==> src/hw/rtl/lldq_pkg.sv <==
// ----------------------------------------------------------------------------
// lldq_pkg: shared types and constants
// Node pool sizing, opcodes, status codes, controller states and the
// command/status structs between controller and datapath.
// ----------------------------------------------------------------------------
package lldq_pkg;

    localparam int CAPACITY = 64;
    localparam int SLOT_W   = $clog2(CAPACITY);
    localparam int COUNT_W  = $clog2(CAPACITY + 1);

    typedef logic [SLOT_W-1:0]  slot_t;
    typedef logic [COUNT_W-1:0] count_t;

    typedef enum logic [2:0] {
        OP_INS_HEAD = 3'd0,
        OP_INS_TAIL = 3'd1,
        OP_REM_HEAD = 3'd2,
        OP_REM_TAIL = 3'd3,
        OP_DELETE   = 3'd4,
        OP_REPLACE  = 3'd5,
        OP_SEARCH   = 3'd6,
        OP_UNUSED   = 3'd7
    } opcode_t;

    typedef enum logic [1:0] {
        ST_DONE    = 2'd0,
        ST_MISS    = 2'd1,
        ST_FULL    = 2'd2,
        ST_UNUSED  = 2'd3
    } status_t;

    typedef enum logic [3:0] {
        S_IDLE,
        S_INIT,
        S_INS,
        S_UNLINK_RD,
        S_UNLINK_WR,
        S_WALK_RD,
        S_WALK_CHK,
        S_HEADRD,
        S_TAILRD,
        S_OUT
    } state_t;

    // controller -> datapath
    typedef struct packed {
        logic latch_in;      // capture input item
        logic init_clear;    // chain one free entry (init_reg)
        logic do_insert;     // link a new node at head or tail
        logic start_unlink;  // set victim from head/tail/walk cursor
        logic unlink_rd;     // read victim's links registered
        logic unlink_wr;     // relink neighbors, free victim
        logic walk_start;    // load cursor with head and counter
        logic walk_rd;       // read cursor node
        logic walk_adv;      // advance cursor
        logic rep_wr;        // write new value at cursor
        logic head_rd;       // read head value
        logic tail_rd;       // read tail value
        logic set_done;      // status done
        logic set_full;      // status full
        logic clear_stat;    // status miss
        logic victim_tail;   // 1: victim is tail, 0: head (for removes)
        logic victim_cur;    // victim is walk cursor
    } cmd_t;

    // datapath -> controller
    typedef struct packed {
        opcode_t op;
        logic    every;
        logic    full;
        logic    empty;
        logic    match;
        logic    walk_last;
        logic    walk_done;
        logic    init_last;
    } stat_t;

endpackage

==> src/hw/rtl/lldq_ctrl.sv <==
// ----------------------------------------------------------------------------
// lldq_ctrl: command sequencer
// Steps through the pool init after reset, then each command through insert, unlink and list walks.
// ----------------------------------------------------------------------------
module lldq_ctrl (
    input  logic               clk,
    input  logic               rst_n,
    input  logic               in_valid,
    output logic               in_ready,
    input  logic               out_valid,
    input  logic               out_ready,
    input  lldq_pkg::stat_t    st,
    output lldq_pkg::cmd_t     cmd,
    output logic               out_load
);

    lldq_pkg::state_t state_reg, state_next;

    always_ff @(posedge clk or negedge rst_n)
    begin
        if (!rst_n)
        begin
            state_reg <= lldq_pkg::S_INIT;
        end
        else
        begin
            state_reg <= state_next;
        end
    end

    always_comb
    begin
        state_next = state_reg;
        cmd        = '0;
        in_ready   = 1'b0;
        out_load   = 1'b0;
        unique case (state_reg)
            lldq_pkg::S_INIT:
            begin
                cmd.init_clear = 1'b1;
                if (st.init_last)
                begin
                    state_next = lldq_pkg::S_IDLE;
                end
            end
            lldq_pkg::S_IDLE:
            begin
                in_ready = !out_valid || out_ready;
                if (in_valid && in_ready)
                begin
                    cmd.latch_in = 1'b1;
                    state_next   = lldq_pkg::S_INS;
                end
            end
            lldq_pkg::S_INS:
            begin
                cmd.clear_stat = 1'b1;
                state_next     = lldq_pkg::S_HEADRD;
                unique case (st.op) inside
                    lldq_pkg::OP_INS_HEAD, lldq_pkg::OP_INS_TAIL:
                    begin
                        if (st.full)
                        begin
                            cmd.set_full = 1'b1;
                        end
                        else
                        begin
                            cmd.do_insert = 1'b1;
                            cmd.set_done  = 1'b1;
                        end
                    end
                    lldq_pkg::OP_REM_HEAD, lldq_pkg::OP_REM_TAIL:
                    begin
                        if (!st.empty)
                        begin
                            cmd.start_unlink = 1'b1;
                            cmd.victim_tail  = (st.op == lldq_pkg::OP_REM_TAIL);
                            cmd.set_done     = 1'b1;
                            state_next       = lldq_pkg::S_UNLINK_RD;
                        end
                    end
                    lldq_pkg::OP_DELETE, lldq_pkg::OP_REPLACE, lldq_pkg::OP_SEARCH:
                    begin
                        if (!st.empty)
                        begin
                            cmd.walk_start = 1'b1;
                            state_next     = lldq_pkg::S_WALK_RD;
                        end
                    end
                    default:
                    begin
                    end
                endcase
            end
            lldq_pkg::S_WALK_RD:
            begin
                cmd.walk_rd = 1'b1;
                state_next  = lldq_pkg::S_WALK_CHK;
            end
            lldq_pkg::S_WALK_CHK:
            begin
                // advance the cursor with the check
                cmd.walk_adv = 1'b1;
                state_next   = st.walk_last ? lldq_pkg::S_HEADRD : lldq_pkg::S_WALK_RD;
                if (st.match)
                begin
                    cmd.set_done = 1'b1;
                    if (st.op == lldq_pkg::OP_DELETE)
                    begin
                        cmd.start_unlink = 1'b1;
                        cmd.victim_cur   = 1'b1;
                        state_next       = lldq_pkg::S_UNLINK_RD;
                    end
                    else if (st.op == lldq_pkg::OP_REPLACE)
                    begin
                        cmd.rep_wr = 1'b1;
                    end
                    if (!st.every || st.op == lldq_pkg::OP_SEARCH)
                    begin
                        if (st.op != lldq_pkg::OP_DELETE)
                        begin
                            state_next = lldq_pkg::S_HEADRD;
                        end
                    end
                end
            end
            lldq_pkg::S_UNLINK_RD:
            begin
                cmd.unlink_rd = 1'b1;
                state_next    = lldq_pkg::S_UNLINK_WR;
            end
            lldq_pkg::S_UNLINK_WR:
            begin
                cmd.unlink_wr = 1'b1;
                if ((st.op == lldq_pkg::OP_DELETE) && st.every && !st.walk_done)
                begin
                    state_next = lldq_pkg::S_WALK_RD;
                end
                else
                begin
                    state_next = lldq_pkg::S_HEADRD;
                end
            end
            lldq_pkg::S_HEADRD:
            begin
                cmd.head_rd = 1'b1;
                state_next  = lldq_pkg::S_TAILRD;
            end
            lldq_pkg::S_TAILRD:
            begin
                cmd.tail_rd = 1'b1;
                state_next  = lldq_pkg::S_OUT;
            end
            lldq_pkg::S_OUT:
            begin
                out_load   = 1'b1;
                state_next = lldq_pkg::S_IDLE;
            end
            default:
            begin
                state_next = lldq_pkg::S_IDLE;
            end
        endcase
    end

endmodule

==> config.mk <==
export PLATFORM = sky130hd
export DESIGN_NAME = lldq_ctrl
export DESIGN_NICKNAME = d
export VERILOG_FILES = /design/src/hw/rtl/lldq_pkg.sv /design/src/hw/rtl/lldq_ctrl.sv
export SDC_FILE = /design/constraint.sdc
export NUM_CORES = 1
export LEC_CHECK = 0
export BUFFER_PORTS_ARGS = -buffer_cell sky130_fd_sc_hd__buf_4
export CELL_PAD_IN_SITES_DETAIL_PLACEMENT = 1
export CELL_PAD_IN_SITES_GLOBAL_PLACEMENT = 1
export CORE_UTILIZATION = 26
export CTS_CLUSTER_SIZE = 14
export DETAILED_ROUTE_END_ITERATION = 8
export GPL_TIMING_DRIVEN = 0
export PLACE_DENSITY_LB_ADDON = 0.08
export SKIP_LAST_GASP = 1
export SYNTH_ARGS = -nofsm -noshare
export SYNTH_HDL_FRONTEND = slang
export SYNTH_SLANG_ARGS = --single-unit
==> constraint.sdc <==
create_clock -name clk -period 2.1 [get_ports clk]
set_input_delay 0.525 -clock clk [delete_from_list [all_inputs] [get_ports clk]]
set_output_delay 0.525 -clock clk [all_outputs]
set_load 0.01 [all_outputs]
== Word level (Yosys, flattened, before mapping) ==
Index checks and enable logic that the tools add are counted.

* Register bits after elaboration: 4
* Word-level logic and storage cells: 78
* Output and inout port bits: 19
* Bits of input ports: 15

* Eq/ne operators: 18
* Reductions and logical operators: 14
* Mux-type cells: 45

{| class="wikitable"
|+ Operator list
! operator !! number
|-
| $pmux 4 s9 || 1
|-
| $mux 1 || 28
|-
| $eq 4x3->1 const B || 4
|-
| $mux 4 || 4
|-
| $mux 3 || 4
|-
| $eq 3x3->1 const B || 3
|-
| $eq 4x2->1 const B || 2
|-
| $eq 4x4->1 const B || 2
|-
| $mux 2 || 4
|-
| $pmux 4 s2 || 1
|-
| $eq 3x2->1 const B || 2
|-
| $pmux 1 s2 || 3
|-
| $eq 4x1->1 const B || 1
|-
| $logic_not 4->1 || 1
|-
| $ne 2x2->1 const B || 2
|-
| $reduce_or 2->1 || 2
|-
| $eq 3x1->1 const B || 1
|-
| $logic_and 1x1->1 || 3
|-
| $logic_not 1->1 || 3
|-
| $logic_not 3->1 || 1
|-
| $ne 3x3->1 const B || 1
|-
| $reduce_or 3->1 || 1
|-
| $logic_or 1x1->1 || 2
|-
| $reduce_and 2->1 || 1
|}

== Logic depth before layout (Yosys ltp) ==
Gate-level depths: netlist (run 1).

* Depth in word-level cells: 6
* Mapped depth: 6
* Gate-level depth less buffers: 4

== Least setup slack after synthesis (run 1) ==
Ideal clock, no wire load.

* Path type: flip-flop to output port
* From: register state_reg[2]
* To: output port cmd[10] in the netlist's numbering
* Cell stages (with the launch flop): 6
* Buffers on the path: 2
* Slack: 158 ps
* Data required time: 1575 ps
* Data arrival time: 1417 ps
* Cells stage by stage: dfrtp_1 buf_2 or2_2 buf_2 nor2_2 and4_1

{| class="wikitable"
|+ RTL lines
! element !! line !! text
|-
| start: declaration || lldq_ctrl.sv:17 || <nowiki>lldq_pkg::state_t state_reg, state_next;</nowiki>
|-
| start signal: assignment || lldq_ctrl.sv:23 || <nowiki>state_reg <= lldq_pkg::S_INIT;</nowiki>
|-
| start signal: assignment || lldq_ctrl.sv:27 || <nowiki>state_reg <= state_next;</nowiki>
|-
| end: declaration || lldq_ctrl.sv:13 || <nowiki>output lldq_pkg::cmd_t cmd,</nowiki>
|}

== Worst setup path after layout (run 1) ==
* From: register state_reg[2]
* To: output port in_ready

* Word-level cells in the longest chain between the ends: 2

{| class="wikitable"
|+ Ends and longest elaborated chain
! element !! line !! text
|-
| $logic_not 4->1 || lldq_ctrl.sv:37 || <nowiki>unique case (state_reg)</nowiki>
|-
| $mux 1 || lldq_ctrl.sv:37 ||
|-
| end: declaration || lldq_ctrl.sv:9 || <nowiki>output logic in_ready,</nowiki>
|}

No other way between the ends.

==> impl_summary.txt, run 1 <==
----------------------------------------------------
[CTS]
  Clock tree root buffer cell ... sky130_fd_sc_hd__clkbuf_4
  Number of buffers between clock root and the deepest sink ... 2
  Source-to-sink clock delay at the later pin of the worst-skew pair ... between 0.2 and 0.3 ns
  Clock buffer count from CTS ... 3
  Clock transition at the registers of the reported paths ... 0.04 ns
  Number of H-tree branching levels ... 1
  CTS sink count ... 4
  CTS tree ... yes

[Worst setup path]
  Crit path largest cell delay ... around 0.36 ns
  CP Data Arrival Time ... about 1.5 ns
  Reg-to-reg endpoint ... state_reg[1]$_DFFE_PN0P_
  Critical Path, Cell by Cell ... buf_6, or2_4, a2111oi_4, buf_4
  R2R Setup Slk ... approximately 0.5 ns
  Cell class contributing the biggest share of worst-path delay ... flip-flops
  Endpoint kind of the worst setup timing path ... output port
  Slowest CP cell ... sky130_fd_sc_hd__dfrtp_1
  Kind of start point of the critical path ... flop
  Type of the setup path with the least slack ... flop to output port
  Buf/Inv on CP ... 2
  R2r worst-path depth ... 5
  Endpoint required time on the critical path ... 1.57 ns
  Origin of the critical flop-to-flop path ... state_reg[0]$_DFFE_PN1P_
  Biggest fanout along the worst timing path ... 7

[Finish]
  Post-layout util ... about half
  Fin nets ... 128
  Post-route cell area ... 887 sq um
  Multi-input logic area ... roughly 380 sq um
  Share of layout cells above drive strength 1 ... between 50% and 60%
  Syn-to-layout area delta ... 78.6%
  Number of fill cells ... 257
  Diodes inserted ... 0
  Flip-flop count of the largest register, all copies and words added ... 4
  Sequential cell area in the final layout ... about 100 sq um

[Detailed routing]
  Total wire length after detailed routing ... between 1500 and 2000 um
  Post-detailed-route DRC marker count ... 0
  Number of DRC violations after detailed-routing iteration 0 ... 5
  Number of antenna-violating nets in the routed design ... 0
  Number of vias after detailed routing ... 683
  Number of vias per cell after detailed routing ... 4.99
  Mean routed wirelength per cell ... between 10 and 15 um
  First-pass iteration count of the detailed router ... 4

[Synth]
  Total number of yosys warnings ... 0
  Multiplexer area fraction after synthesis ... 0%
  Number of distinct standard cells referenced by the synthesized netlist ... 32
  Post-synthesis instance area ... just under 500 sq um
  Register area share after synthesis ... between 20% and 30%
  Dominant combinational cell family by area after synthesis ... simple AND/OR/NAND/NOR gates
  Share of the synthesized netlist area taken by xor and xnor gates ... 1.76%
  Post-Synth Adder-Cell Area ... 0%
  Syn avg cell area ... approximately 7.3 sq um
  Post-Synthesis Cells ... between 60 and 70
  Compound-Gate Fraction of Synth Area ... between 30% and 40%
  Basic-gate share of the synthesized area counting and, or, nand and nor cells ... around 39%
  Synthesis-stage register bit count ... 4
  Post-synthesis net count ... 83

[GRT]
  Via count of the first global-routing pass ... 614
  Maximum number of pins on one net before global-route repair ... 11
  Wire length of the first global-routing pass ... between 2000 and 3000 um
  Combined global-route utilization of all metal layers ... between 10% and 20%
  Number of antenna violations at the first check in global routing ... 0
  Total overflow reported by the global router ... 0

[Timing]
  Final WS setup ... just over 0.04 ns
  Final critical delay including setup and external delays ... ~2.1 ns
  Endpoints failing hold ... 0
  Setup Skew ... just under 0.002 ns
  WHS ... ~0.066 ns
  Number of failing setup endpoints in the final timing report ... 0
  Remaining max-slew budget at the tightest pin ... approximately 70%
  Worst-Margin Slew ... 0.428 ns
  Final max-slew violation count ... 0
  Max Fclk ... 0.486 GHz
  Crit share post-route ... 98.1%
  Unrepaired setup endpoints after global routing ... true
  Setup Total Neg Slack ... 0 ns

[Job]
  Maxcap violations ... 0

[Die]
  Number of standard-cell rows in the floorplan ... 15
  Full die area ... between 2000 and 2500 sq um
  Die boundary height ... 45.7 um
  Top-Level Pins ... 34
  Starting density of the core ... roughly 28%
  Core outline area ... ~1800 sq um
  Die X ... about 46 um

[Power]
  Worst IR Drop VDD ... about 0.00058 V
  Leak pwr ... between 0.0004 and 0.0005 uW
  Power density normalized to cell area ... 1250 nW/um^2

[Hold path]
  Hold WC Path Type ... input pin to async pin

[Place]
  Post-place instance area ... between 700 and 800 sq um
  Routability congestion estimate from global placement ... approximately 0.73
  Worst slack at placement ... 0.0129 ns
  DP HPWL ... 1250 um
  Number of buffer cells added on primary ports ... 33

[Status]
  Outcome ... complete, no violations

----------------------------------------------------
area by class of cell:
type                            instances  share of cell area (%)
Sequential cell                         4                    11.4
Buffer                                  3                    2.40
Timing Repair Buffer                   41                    34.7
Clock buffer                            4                    2.96
Multi-Input combinational cell         55                    42.9
Inverter                                5                    2.12
Tap cell                               25                    3.53
placed cells by master, fill, tap and decap left out, types with 2 or more instances in the layout:
master / n
sky130_fd_sc_hd__o21ai_0: 4
sky130_fd_sc_hd__a311oi_1: 2
sky130_fd_sc_hd__clkbuf_4: 3
sky130_fd_sc_hd__a2111oi_4: 2
sky130_fd_sc_hd__and3_1: 2
sky130_fd_sc_hd__nor3_1: 4
sky130_fd_sc_hd__buf_4: 41
sky130_fd_sc_hd__nand2_1: 7
sky130_fd_sc_hd__dfrtp_1: 3
sky130_fd_sc_hd__inv_1: 5
sky130_fd_sc_hd__nor2_1: 8
sky130_fd_sc_hd__nand2b_1: 5
how the worst max path moves through the flow:
stage / startpoint / to / cells after the start
after floorplan: state_reg[2]$_DFFE_PN0P_ / cmd[10] / 5
after global placement: state_reg[2]$_DFFE_PN0P_ / cmd[4] / 7
after detailed placement: state_reg[2]$_DFFE_PN0P_ / cmd[10] / 6
after CTS: state_reg[2]$_DFFE_PN0P_ / in_ready / 4
after global routing: state_reg[2]$_DFFE_PN0P_ / in_ready / 4
final: state_reg[2]$_DFFE_PN0P_ / in_ready / 4
synth_stat cells:
master	n	area, sq um
sky130_fd_sc_hd__a2111o_1	1	11.3
sky130_fd_sc_hd__a2111oi_2	1	15.0
sky130_fd_sc_hd__a2111oi_4	1	27.5
sky130_fd_sc_hd__a211oi_1	1	7.51
sky130_fd_sc_hd__a21o_1	1	7.51
sky130_fd_sc_hd__a21oi_1	1	5.00
sky130_fd_sc_hd__a311oi_1	2	17.5
sky130_fd_sc_hd__and3_1	2	12.5
sky130_fd_sc_hd__and4_1	1	8.76
sky130_fd_sc_hd__and4bb_2	1	12.5
sky130_fd_sc_hd__buf_2	3	15.0
sky130_fd_sc_hd__clkbuf_1	1	3.75
sky130_fd_sc_hd__dfrtp_1	3	75.1
sky130_fd_sc_hd__dfstp_2	1	26.3
sky130_fd_sc_hd__inv_1	5	18.8
sky130_fd_sc_hd__nand2_1	7	26.3
sky130_fd_sc_hd__nand2b_1	5	31.3
sky130_fd_sc_hd__nor2_1	9	33.8
sky130_fd_sc_hd__nor2_2	1	6.26
sky130_fd_sc_hd__nor2b_1	1	6.26
sky130_fd_sc_hd__nor3_1	4	20.0
sky130_fd_sc_hd__nor3b_1	1	7.51
sky130_fd_sc_hd__nor4_1	1	6.26
sky130_fd_sc_hd__o21a_1	1	7.51
sky130_fd_sc_hd__o21ai_0	5	25.0
sky130_fd_sc_hd__o21bai_1	1	7.51
sky130_fd_sc_hd__o22ai_1	1	6.26
sky130_fd_sc_hd__o31ai_1	1	7.51
sky130_fd_sc_hd__o32ai_1	1	8.76
sky130_fd_sc_hd__or2_2	2	12.5
sky130_fd_sc_hd__or3b_4	1	11.3
sky130_fd_sc_hd__xor2_1	1	8.76
layer usage:
layer / vias to the layer above / GRT usage [%] / routed length, um
met1: 316 / 23.2 / 801
met3: 3 / 5.95 / 106
met4: 0 / 5.29 / 11
met5: - / 0 / 0
met2: 31 / 30.3 / 828
li1: 333 / - / -
power by group:
group | total (uW) | internal (uW) | switching (uW)
clock network | 113 | 71.9 | 41.1
logic | 828 | 408 | 419
registers | 169 | 126 | 42.6
per-stage QoR:
step / std cells / power, uW
2_1_floorplan: 68 / 577
3_3_place_gp: 126 / 814
3_5_place_dp: 126 / 832
4_1_cts: 134 / 1040
5_1_grt: 137 / 1200
6_report: 137 / 1110
timing repair:
action,CTS,global route
resized for setup,3,6
hold buffers,0,0
pin swaps,1,4
setup endpoints to repair,11,8
setup buffers,5,3
kinds of logic after synthesis:
| logic type | count (synthesis) |
|---|---|
| DFF | 4 |
| buffers and inverters | 9 |
| xor gates and xnor gates | 1 |
| AOI/OAI and AO/OA | 18 |
| and+or+nand+nor | 36 |
No activity file was read; power rests on OpenSTA's default activity.
==> inputs of run 2 (changes only) <==
--- a/config.mk
+++ b/config.mk
@@ -8,7 +8,7 @@
 export BUFFER_PORTS_ARGS = -buffer_cell sky130_fd_sc_hd__buf_4
 export CELL_PAD_IN_SITES_DETAIL_PLACEMENT = 1
 export CELL_PAD_IN_SITES_GLOBAL_PLACEMENT = 1
-export CORE_UTILIZATION = 26
+export CORE_UTILIZATION = 28
 export CTS_CLUSTER_SIZE = 14
 export DETAILED_ROUTE_END_ITERATION = 8
 export GPL_TIMING_DRIVEN = 0
==> constraint.sdc (replaced) <==
create_clock -name clk -period 2.55 [get_ports clk]
set_input_delay 0.6375 -clock clk [delete_from_list [all_inputs] [get_ports clk]]
set_output_delay 0.6375 -clock clk [all_outputs]
set_load 0.01 [all_outputs]
==> impl_summary.txt, run 2 (synthesis results as in run 1) <==
----------------------------------------------------
[Power]
  Leak pwr ... 0.000391 uW (-9.7%)
  Design internal power ... 405 uW (-33%)
  Sum of internal, switching and leakage power ... 763 uW (-31%)
  Switching Power ... 358 uW (-29%)
  Sw Share ... 47.0% (+1.6 points)
  Power density normalized to cell area ... 959 nW/um^2 (-23%)
  Part of the power in combinational logic ... 69.3% (-5.3 points)
  Worst IR Drop VDD ... 0.000414 V (-29%)
  Sequential power share ... 19.1% (+3.9 points)
  Clock share of power ... 11.7% (+1.5 points)

[Timing]
  Final max-slew violation count ... 0 (unchanged)
  Unrepaired setup endpoints after global routing ... false
  Final critical delay including setup and external delays ... between 2 and 2.5 ns
  Setup Total Neg Slack ... 0 ns (unchanged)
  Worst-Margin Slew ... 0.468 ns (+0.0402 ns)
  Setup Skew ... 0.00442 ns (+0.00244 ns)
  Crit share post-route ... 93.1%
  Remaining max-slew budget at the tightest pin ... 68.8% (-2.6 points)
  Max Fclk ... around 0.42 GHz
  Endpoints failing hold ... 0 (unchanged)
  Number of failing setup endpoints in the final timing report ... 0 (unchanged)

[Worst setup path]
  Origin of the critical flop-to-flop path ... state_reg[2]$_DFFE_PN0P_
  Endpoint kind of the worst setup timing path ... output port
  Endpoint required time on the critical path ... 1.91 ns (+0.34 ns)
  Critical Path, Cell by Cell ... buf_2, or2_2, buf_2, a2111oi_2, buf_4
  Kind of start point of the critical path ... flop
  Biggest fanout along the worst timing path ... 10 (+3)
  CP Data Arrival Time ... 1.74 ns (+0.21 ns)
  Slowest CP cell ... sky130_fd_sc_hd__dfrtp_1
  Crit path launch ... state_reg[2]$_DFFE_PN0P_
  Crit path largest cell delay ... 0.35 ns (about the same)
  Type of the setup path with the least slack ... flop to output port
  Most repeated library cell on the critical path ... sky130_fd_sc_hd__buf_2

[CTS]
  CTS sink count ... 4 (unchanged)
  Clock transition at the registers of the reported paths ... 0.04 ns (about the same)
  Clock buffer count from CTS ... 3 (unchanged)
  Number of H-tree branching levels ... 1 (unchanged)
  Source-to-sink clock delay at the later pin of the worst-skew pair ... 0.24 ns (about the same)
  Clock tree root buffer cell ... sky130_fd_sc_hd__clkbuf_4
  Number of buffers inserted for hold repair after clock tree synthesis ... 0 (unchanged)
  Number of buffers between clock root and the deepest sink ... 2 (unchanged)
  CTS tree ... yes

[Detailed routing]
  Number of vias after detailed routing ... 626 (-8.3%)
  Number of DRC violations after detailed-routing iteration 0 ... 10 (+5)
  First-pass iteration count of the detailed router ... 5 (+1)
  Number of vias per cell after detailed routing ... 5.17 (+3.8%)
  Total wire length after detailed routing ... 1440 um (-17%)
  Number of antenna-violating nets in the routed design ... 0 (unchanged)
  Mean routed wirelength per cell ... 11.9 um (-6.5%)
  Post-detailed-route DRC marker count ... 0 (unchanged)

[Place]
  DP HPWL ... 1170 um (-6.3%)
  Number of buffer cells added on primary ports ... 33 (unchanged)
  Routability congestion estimate from global placement ... 0.719 (-1.7%)

[Finish]
  Multi-input logic area ... 363 sq um (-4.6%)
  Sequential cell area in the final layout ... 101 sq um (unchanged)
  Diodes inserted ... 0 (unchanged)
  Share of layout cells above drive strength 1 ... 44.8% (-5.2 points)
  Fin nets ... 121 (-5.5%)
  Syn-to-layout area delta ... 60.2%
  Number of fill cells ... 211 (-18%)
  Most frequent standard cell in the layout excluding fill and tap cells ... sky130_fd_sc_hd__buf_4
  Flip-flop count of the largest register, all copies and words added ... 4 (unchanged)
  Most used cells in the layout excluding fill and tap cells ... sky130_fd_sc_hd__buf_4 (33), sky130_fd_sc_hd__nor2_1 (9), sky130_fd_sc_hd__nand2_1 (7)

[GRT]
  Total overflow reported by the global router ... 0 (unchanged)
  Maximum number of pins on one net before global-route repair ... 11 (unchanged)
  Number of antenna violations at the first check in global routing ... 0 (unchanged)
  Via count of the first global-routing pass ... 580 (-5.5%)
  Wire length of the first global-routing pass ... 2550 um (-7.8%)
  Combined global-route utilization of all metal layers ... 17.4% (-1.1 points)

[Die]
  Die boundary height ... 44.1 um (-3.5%)
  Core outline area ... 1580 sq um (-11%)
  Top-Level Pins ... 34 (unchanged)
  Starting density of the core ... 31.5% (+3.4 points)
  Die X ... 44.1 um (-3.5%)
  Full die area ... 1950 sq um (-6.8%)
  Number of standard-cell rows in the floorplan ... 14 (-1)

[Hold path]
  Hold WC Path Type ... input pin to async pin

[Job]
  Maxcap violations ... 0 (unchanged)

[Status]
  Outcome ... complete, no violations

----------------------------------------------------
-- run 2: power by group through the flow --
stage | combinational (uW) | sequential [uW] | clock, uW
after CTS | 527 | 147 | 92.3
after global placement | 522 | 147 | 0
after global routing | 598 | 152 | 98.3
final | 529 | 146 | 89.0
after floorplan | 343 | 133 | 0
after detailed placement | 525 | 147 | 0
-- run 2: worst paths after layout --
kind                                            end  slack [ns]  depth (start not counted)
min reg2reg                state_reg[2]$_DFFE_PN0P_        0.55                          1
max                                        in_ready        0.18                          5
min in group clk           state_reg[2]$_DFFE_PN0P_        0.55                          1
min                        state_reg[1]$_DFFE_PN0P_        0.18                          1
max in group asynchronous  state_reg[0]$_DFFE_PN1P_        2.18                          1
max reg2reg                state_reg[1]$_DFFE_PN0P_        0.98                          6
-- run 2: worst max-delay path: cells and delay by family, from the launching register on --
| kind | cells | cell delay [ns] |
|---|---|---|
| buffers and inverters | 3 | 0.52 |
| AND/OR/NAND/NOR | 1 | 0.29 |
| AO/OA/AOI/OAI | 1 | 0.33 |
| flip-flops | 1 | 0.35 |
-- run 2: cell type report --
class	instances	share of cell area, %
Buffer	4	2.36
Clock buffer	4	3.30
Inverter	5	2.36
Multi-Input combinational cell	55	45.6
Sequential cell	4	12.7
Tap cell	16	2.52
Timing Repair Buffer	33	31.1
-- run 2: what timing repair did --
item	4_1_cts	5_1_grt
gates resized for setup	0	1
endpoints found under the setup margin	0	1
setup buffers	0	0
-- run 2: routing by layer --
layer | share of wire (%) | track usage [%]
met5 | 0 | 0
met3 | 5.8 | 2.45
met2 | 49 | 28.8
met4 | 1.2 | 7.27
met1 | 44 | 22.4
-- run 2: through the flow --
step | setup WS [ns] | area, sq um | utilization, % | instances | hold WS [ns]
finish | 0.176 | 796 | 50.5 | 121 | 0.180
global route | 0.0592 | 796 | 50.5 | 121 | 0.164
CTS | 0.125 | 791 | 50.2 | 121 | 0.173
detailed placement | 0.337 | 764 | 48.5 | 117 | 0.434
global placement | 0.358 | 764 | 48.5 | 117 | 0.432
floorplan | 0.496 | 497 | - | 68 | 0.342
==> inputs of run 3 (changes only) <==
--- a/config.mk
+++ b/config.mk
@@ -9,6 +9,7 @@
 export CELL_PAD_IN_SITES_DETAIL_PLACEMENT = 1
 export CELL_PAD_IN_SITES_GLOBAL_PLACEMENT = 1
 export CORE_UTILIZATION = 28
+export CTS_BUF_LIST = sky130_fd_sc_hd__clkbuf_16
 export CTS_CLUSTER_SIZE = 14
 export DETAILED_ROUTE_END_ITERATION = 8
 export GPL_TIMING_DRIVEN = 0
==> constraint.sdc (replaced) <==
create_clock -name clk -period 2.55 [get_ports clk]
set_input_delay 0.6375 -clock clk [delete_from_list [all_inputs] [get_ports clk]]
set_output_delay 0.6375 -clock clk [all_outputs]
set_load 0.02 [all_outputs]
==> impl_summary.txt, run 3 (synthesis results as in run 1) <==
----------------------------------------------------
[Status]
  Outcome ... complete, no violations

[Power]
  Power density normalized to cell area ... 1170 nW/um^2 (+22%)
  Sum of internal, switching and leakage power ... 993 uW (+30%)
  Worst IR Drop VDD ... 0.000479 V (+15%)
  Leak pwr ... 0.000419 uW (+7.0%)

[Worst setup path]
  CP Data Arrival Time ... 1.77 ns (+0.03 ns)
  Endpoint required time on the critical path ... 1.91 ns (about the same)
  Endpoint kind of the worst setup timing path ... output port
  Kind of start point of the critical path ... flop
  Cell class contributing the biggest share of worst-path delay ... simple AND/OR/NAND/NOR gates
  Type of the setup path with the least slack ... flop to output port
  Critical Path, Cell by Cell ... buf_2, or2_2, buf_2, nor2_4, and4_1, buf_4
  Crit path largest cell delay ... 0.35 ns (about the same)
  Biggest fanout along the worst timing path ... 10 (unchanged)
  Slowest CP cell ... sky130_fd_sc_hd__dfrtp_1
  Buf/Inv on CP ... 3 (unchanged)
  Most repeated library cell on the critical path ... sky130_fd_sc_hd__buf_2

[Finish]
  Number of fill cells ... 199 (-5.7%)
  Fin nets ... 121 (unchanged)
  Multi-input logic area ... 363 sq um (unchanged)
  Sequential cell area in the final layout ... 101 sq um (unchanged)
  Most frequent standard cell in the layout excluding fill and tap cells ... sky130_fd_sc_hd__buf_4
  Diodes inserted ... 0 (unchanged)
  Flip-flop count of the largest register, all copies and words added ... 4 (unchanged)
  Share of layout cells above drive strength 1 ... 44.8% (unchanged)
  Post-layout util ... 53.8% (+3.3 points)
  Syn-to-layout area delta ... 70.8%
  Most used cells in the layout excluding fill and tap cells ... sky130_fd_sc_hd__buf_4 (33), sky130_fd_sc_hd__nor2_1 (9), sky130_fd_sc_hd__nand2_1 (7), sky130_fd_sc_hd__inv_1 (6)

[CTS]
  Number of buffers inserted for hold repair after clock tree synthesis ... 0 (unchanged)
  Number of cells upsized or downsized after cts ... 0 (unchanged)
  CTS sink count ... 4 (unchanged)
  Source-to-sink clock delay at the later pin of the worst-skew pair ... 0.23 ns (about the same)
  Number of buffers between clock root and the deepest sink ... 2 (unchanged)
  Number of setup buffers added after CTS ... 0 (unchanged)
  Clock tree root buffer cell ... sky130_fd_sc_hd__clkbuf_16
  Clock transition at the registers of the reported paths ... 0.03 ns (about the same)
  CTS tree ... yes
  Number of H-tree branching levels ... 1 (unchanged)
  Clock buffer count from CTS ... 3 (unchanged)

[Die]
  Full die area ... 1950 sq um (unchanged)
  Starting density of the core ... 31.5% (unchanged)
  Top-Level Pins ... 34 (unchanged)
  Die X ... 44.1 um (unchanged)
  Die boundary height ... 44.1 um (unchanged)
  Core outline area ... 1580 sq um (unchanged)
  Number of standard-cell rows in the floorplan ... 14 (unchanged)

[Detailed routing]
  Number of vias per cell after detailed routing ... 5.28 (+2.1%)
  Number of DRC violations after detailed-routing iteration 0 ... 18 (+8)
  Number of antenna-violating nets in the routed design ... 0 (unchanged)
  Mean routed wirelength per cell ... 13.8 um (+16%)
  Total wire length after detailed routing ... 1670 um (+16%)
  First-pass iteration count of the detailed router ... 6 (+1)
  Number of vias after detailed routing ... 639 (+2.1%)
  Post-detailed-route DRC marker count ... 0 (unchanged)

[Timing]
  WHS ... 0.199 ns (+0.0192 ns)
  Final critical delay including setup and external delays ... 2.40 ns (+0.0308 ns)
  Worst-Margin Slew ... 0.457 ns (-0.0108 ns)
  Setup Total Neg Slack ... 0 ns (unchanged)
  Setup Skew ... 0.000189 ns (-0.00423 ns)
  Crit share post-route ... 94.3% (+1.2 points)
  Unrepaired setup endpoints after global routing ... false
  Final max-slew violation count ... 0 (unchanged)
  Max Fclk ... 0.416 GHz (-1.3%)
  Number of failing setup endpoints in the final timing report ... 0 (unchanged)
  Remaining max-slew budget at the tightest pin ... 69.5% (+0.72 points)
  Endpoints failing hold ... 0 (unchanged)

[GRT]
  Wire length of the first global-routing pass ... 2750 um (+8.1%)
  Number of antenna violations at the first check in global routing ... 0 (unchanged)
  Total overflow reported by the global router ... 0 (unchanged)
  Global routing's busiest layer ... met2
  Met3 track demand over resource ... 2.45% (unchanged)
  Combined global-route utilization of all metal layers ... 19.3% (+1.9 points)
  Global Route met2 Usage ... 34.4% (+5.6 points)
  Maximum number of pins on one net before global-route repair ... 11 (unchanged)
  Via count of the first global-routing pass ... 621 (+7.1%)
  M1 GR Usage ... 22.7% (+0.25 points)

[Hold path]
  Hold WC Path Type ... input pin to async pin

[Place]
  Number of buffer cells added on primary ports ... 33 (unchanged)
  Routability congestion estimate from global placement ... 0.719 (unchanged)
  DP HPWL ... 1170 um (unchanged)

[Job]
  Maxcap violations ... 0 (unchanged)

----------------------------------------------------
==> run 3: cell count changes in the layout (fill, tap and decap cells not counted), sizes merged <==
cell    previous run  this run
clkbuf             5         4
inv                5         6
==> run 3: cell type report <==
| cell class | instances | area share (%) |
|---|---|---|
| tap | 16 | 2.36 |
| clock buffer | 3 | 8.85 |
| multi-input combinational | 55 | 42.8 |
| timing repair buffer | 33 | 29.2 |
| buffer | 4 | 2.21 |
| inverter | 5 | 2.21 |
| clock inverter | 1 | 0.442 |
| sequential | 4 | 11.9 |
==> run 3: worst paths after layout <==
| check | start | to | slack [ns] | cells past startpoint |
|---|---|---|---|---|
| min in group clk | state_reg[3]$_DFFE_PN0P_ | state_reg[2]$_DFFE_PN0P_ | 0.55 | 1 |
| max in group asynchronous | rst_n | state_reg[0]$_DFFE_PN1P_ | 2.16 | 1 |
| worst max register to register | state_reg[2]$_DFFE_PN0P_ | state_reg[1]$_DFFE_PN0P_ | 0.96 | 6 |
| worst max-delay path | state_reg[2]$_DFFE_PN0P_ | cmd[10] | 0.15 | 6 |
| worst min register to register | state_reg[3]$_DFFE_PN0P_ | state_reg[2]$_DFFE_PN0P_ | 0.55 | 1 |
| worst min-delay path | rst_n | state_reg[1]$_DFFE_PN0P_ | 0.20 | 1 |
==> run 3: per-stage QoR <==
stage / cell area (sq um) / setup slack (ns) / cells
final: 848 / 0.145 / 121
after global routing: 848 / 0.0616 / 121
after CTS: 843 / 0.0813 / 121
after detailed placement: 764 / 0.316 / 117
after global placement: 764 / 0.338 / 117
after floorplan: 497 / 0.290 / 68
==> run 3: per-layer routing <==
layer / vias to the layer above / share of wire (%)
met2: 34 / 50
li1: 320 / -
met3: 5 / 6.1
met5: - / 0
met1: 280 / 42
met4: 0 / 2.3
==> run 3: report_power, final <==
group          internal (uW)  leakage, uW  total, uW  switching, uW
clock network            203    0.0000423        252           49.2
registers                105    0.0000470        150           44.6
logic                    244     0.000329        591            348
==> run 3: worst reg2reg max path: stages (launching register included) <==
cell and delay, ns:
sky130_fd_sc_hd__dfrtp_1 0.35, sky130_fd_sc_hd__buf_2 0.17, sky130_fd_sc_hd__or2_2 0.29, sky130_fd_sc_hd__buf_2 0.18
sky130_fd_sc_hd__a211oi_1 0.22, sky130_fd_sc_hd__o21a_1 0.17, sky130_fd_sc_hd__o31ai_1 0.08
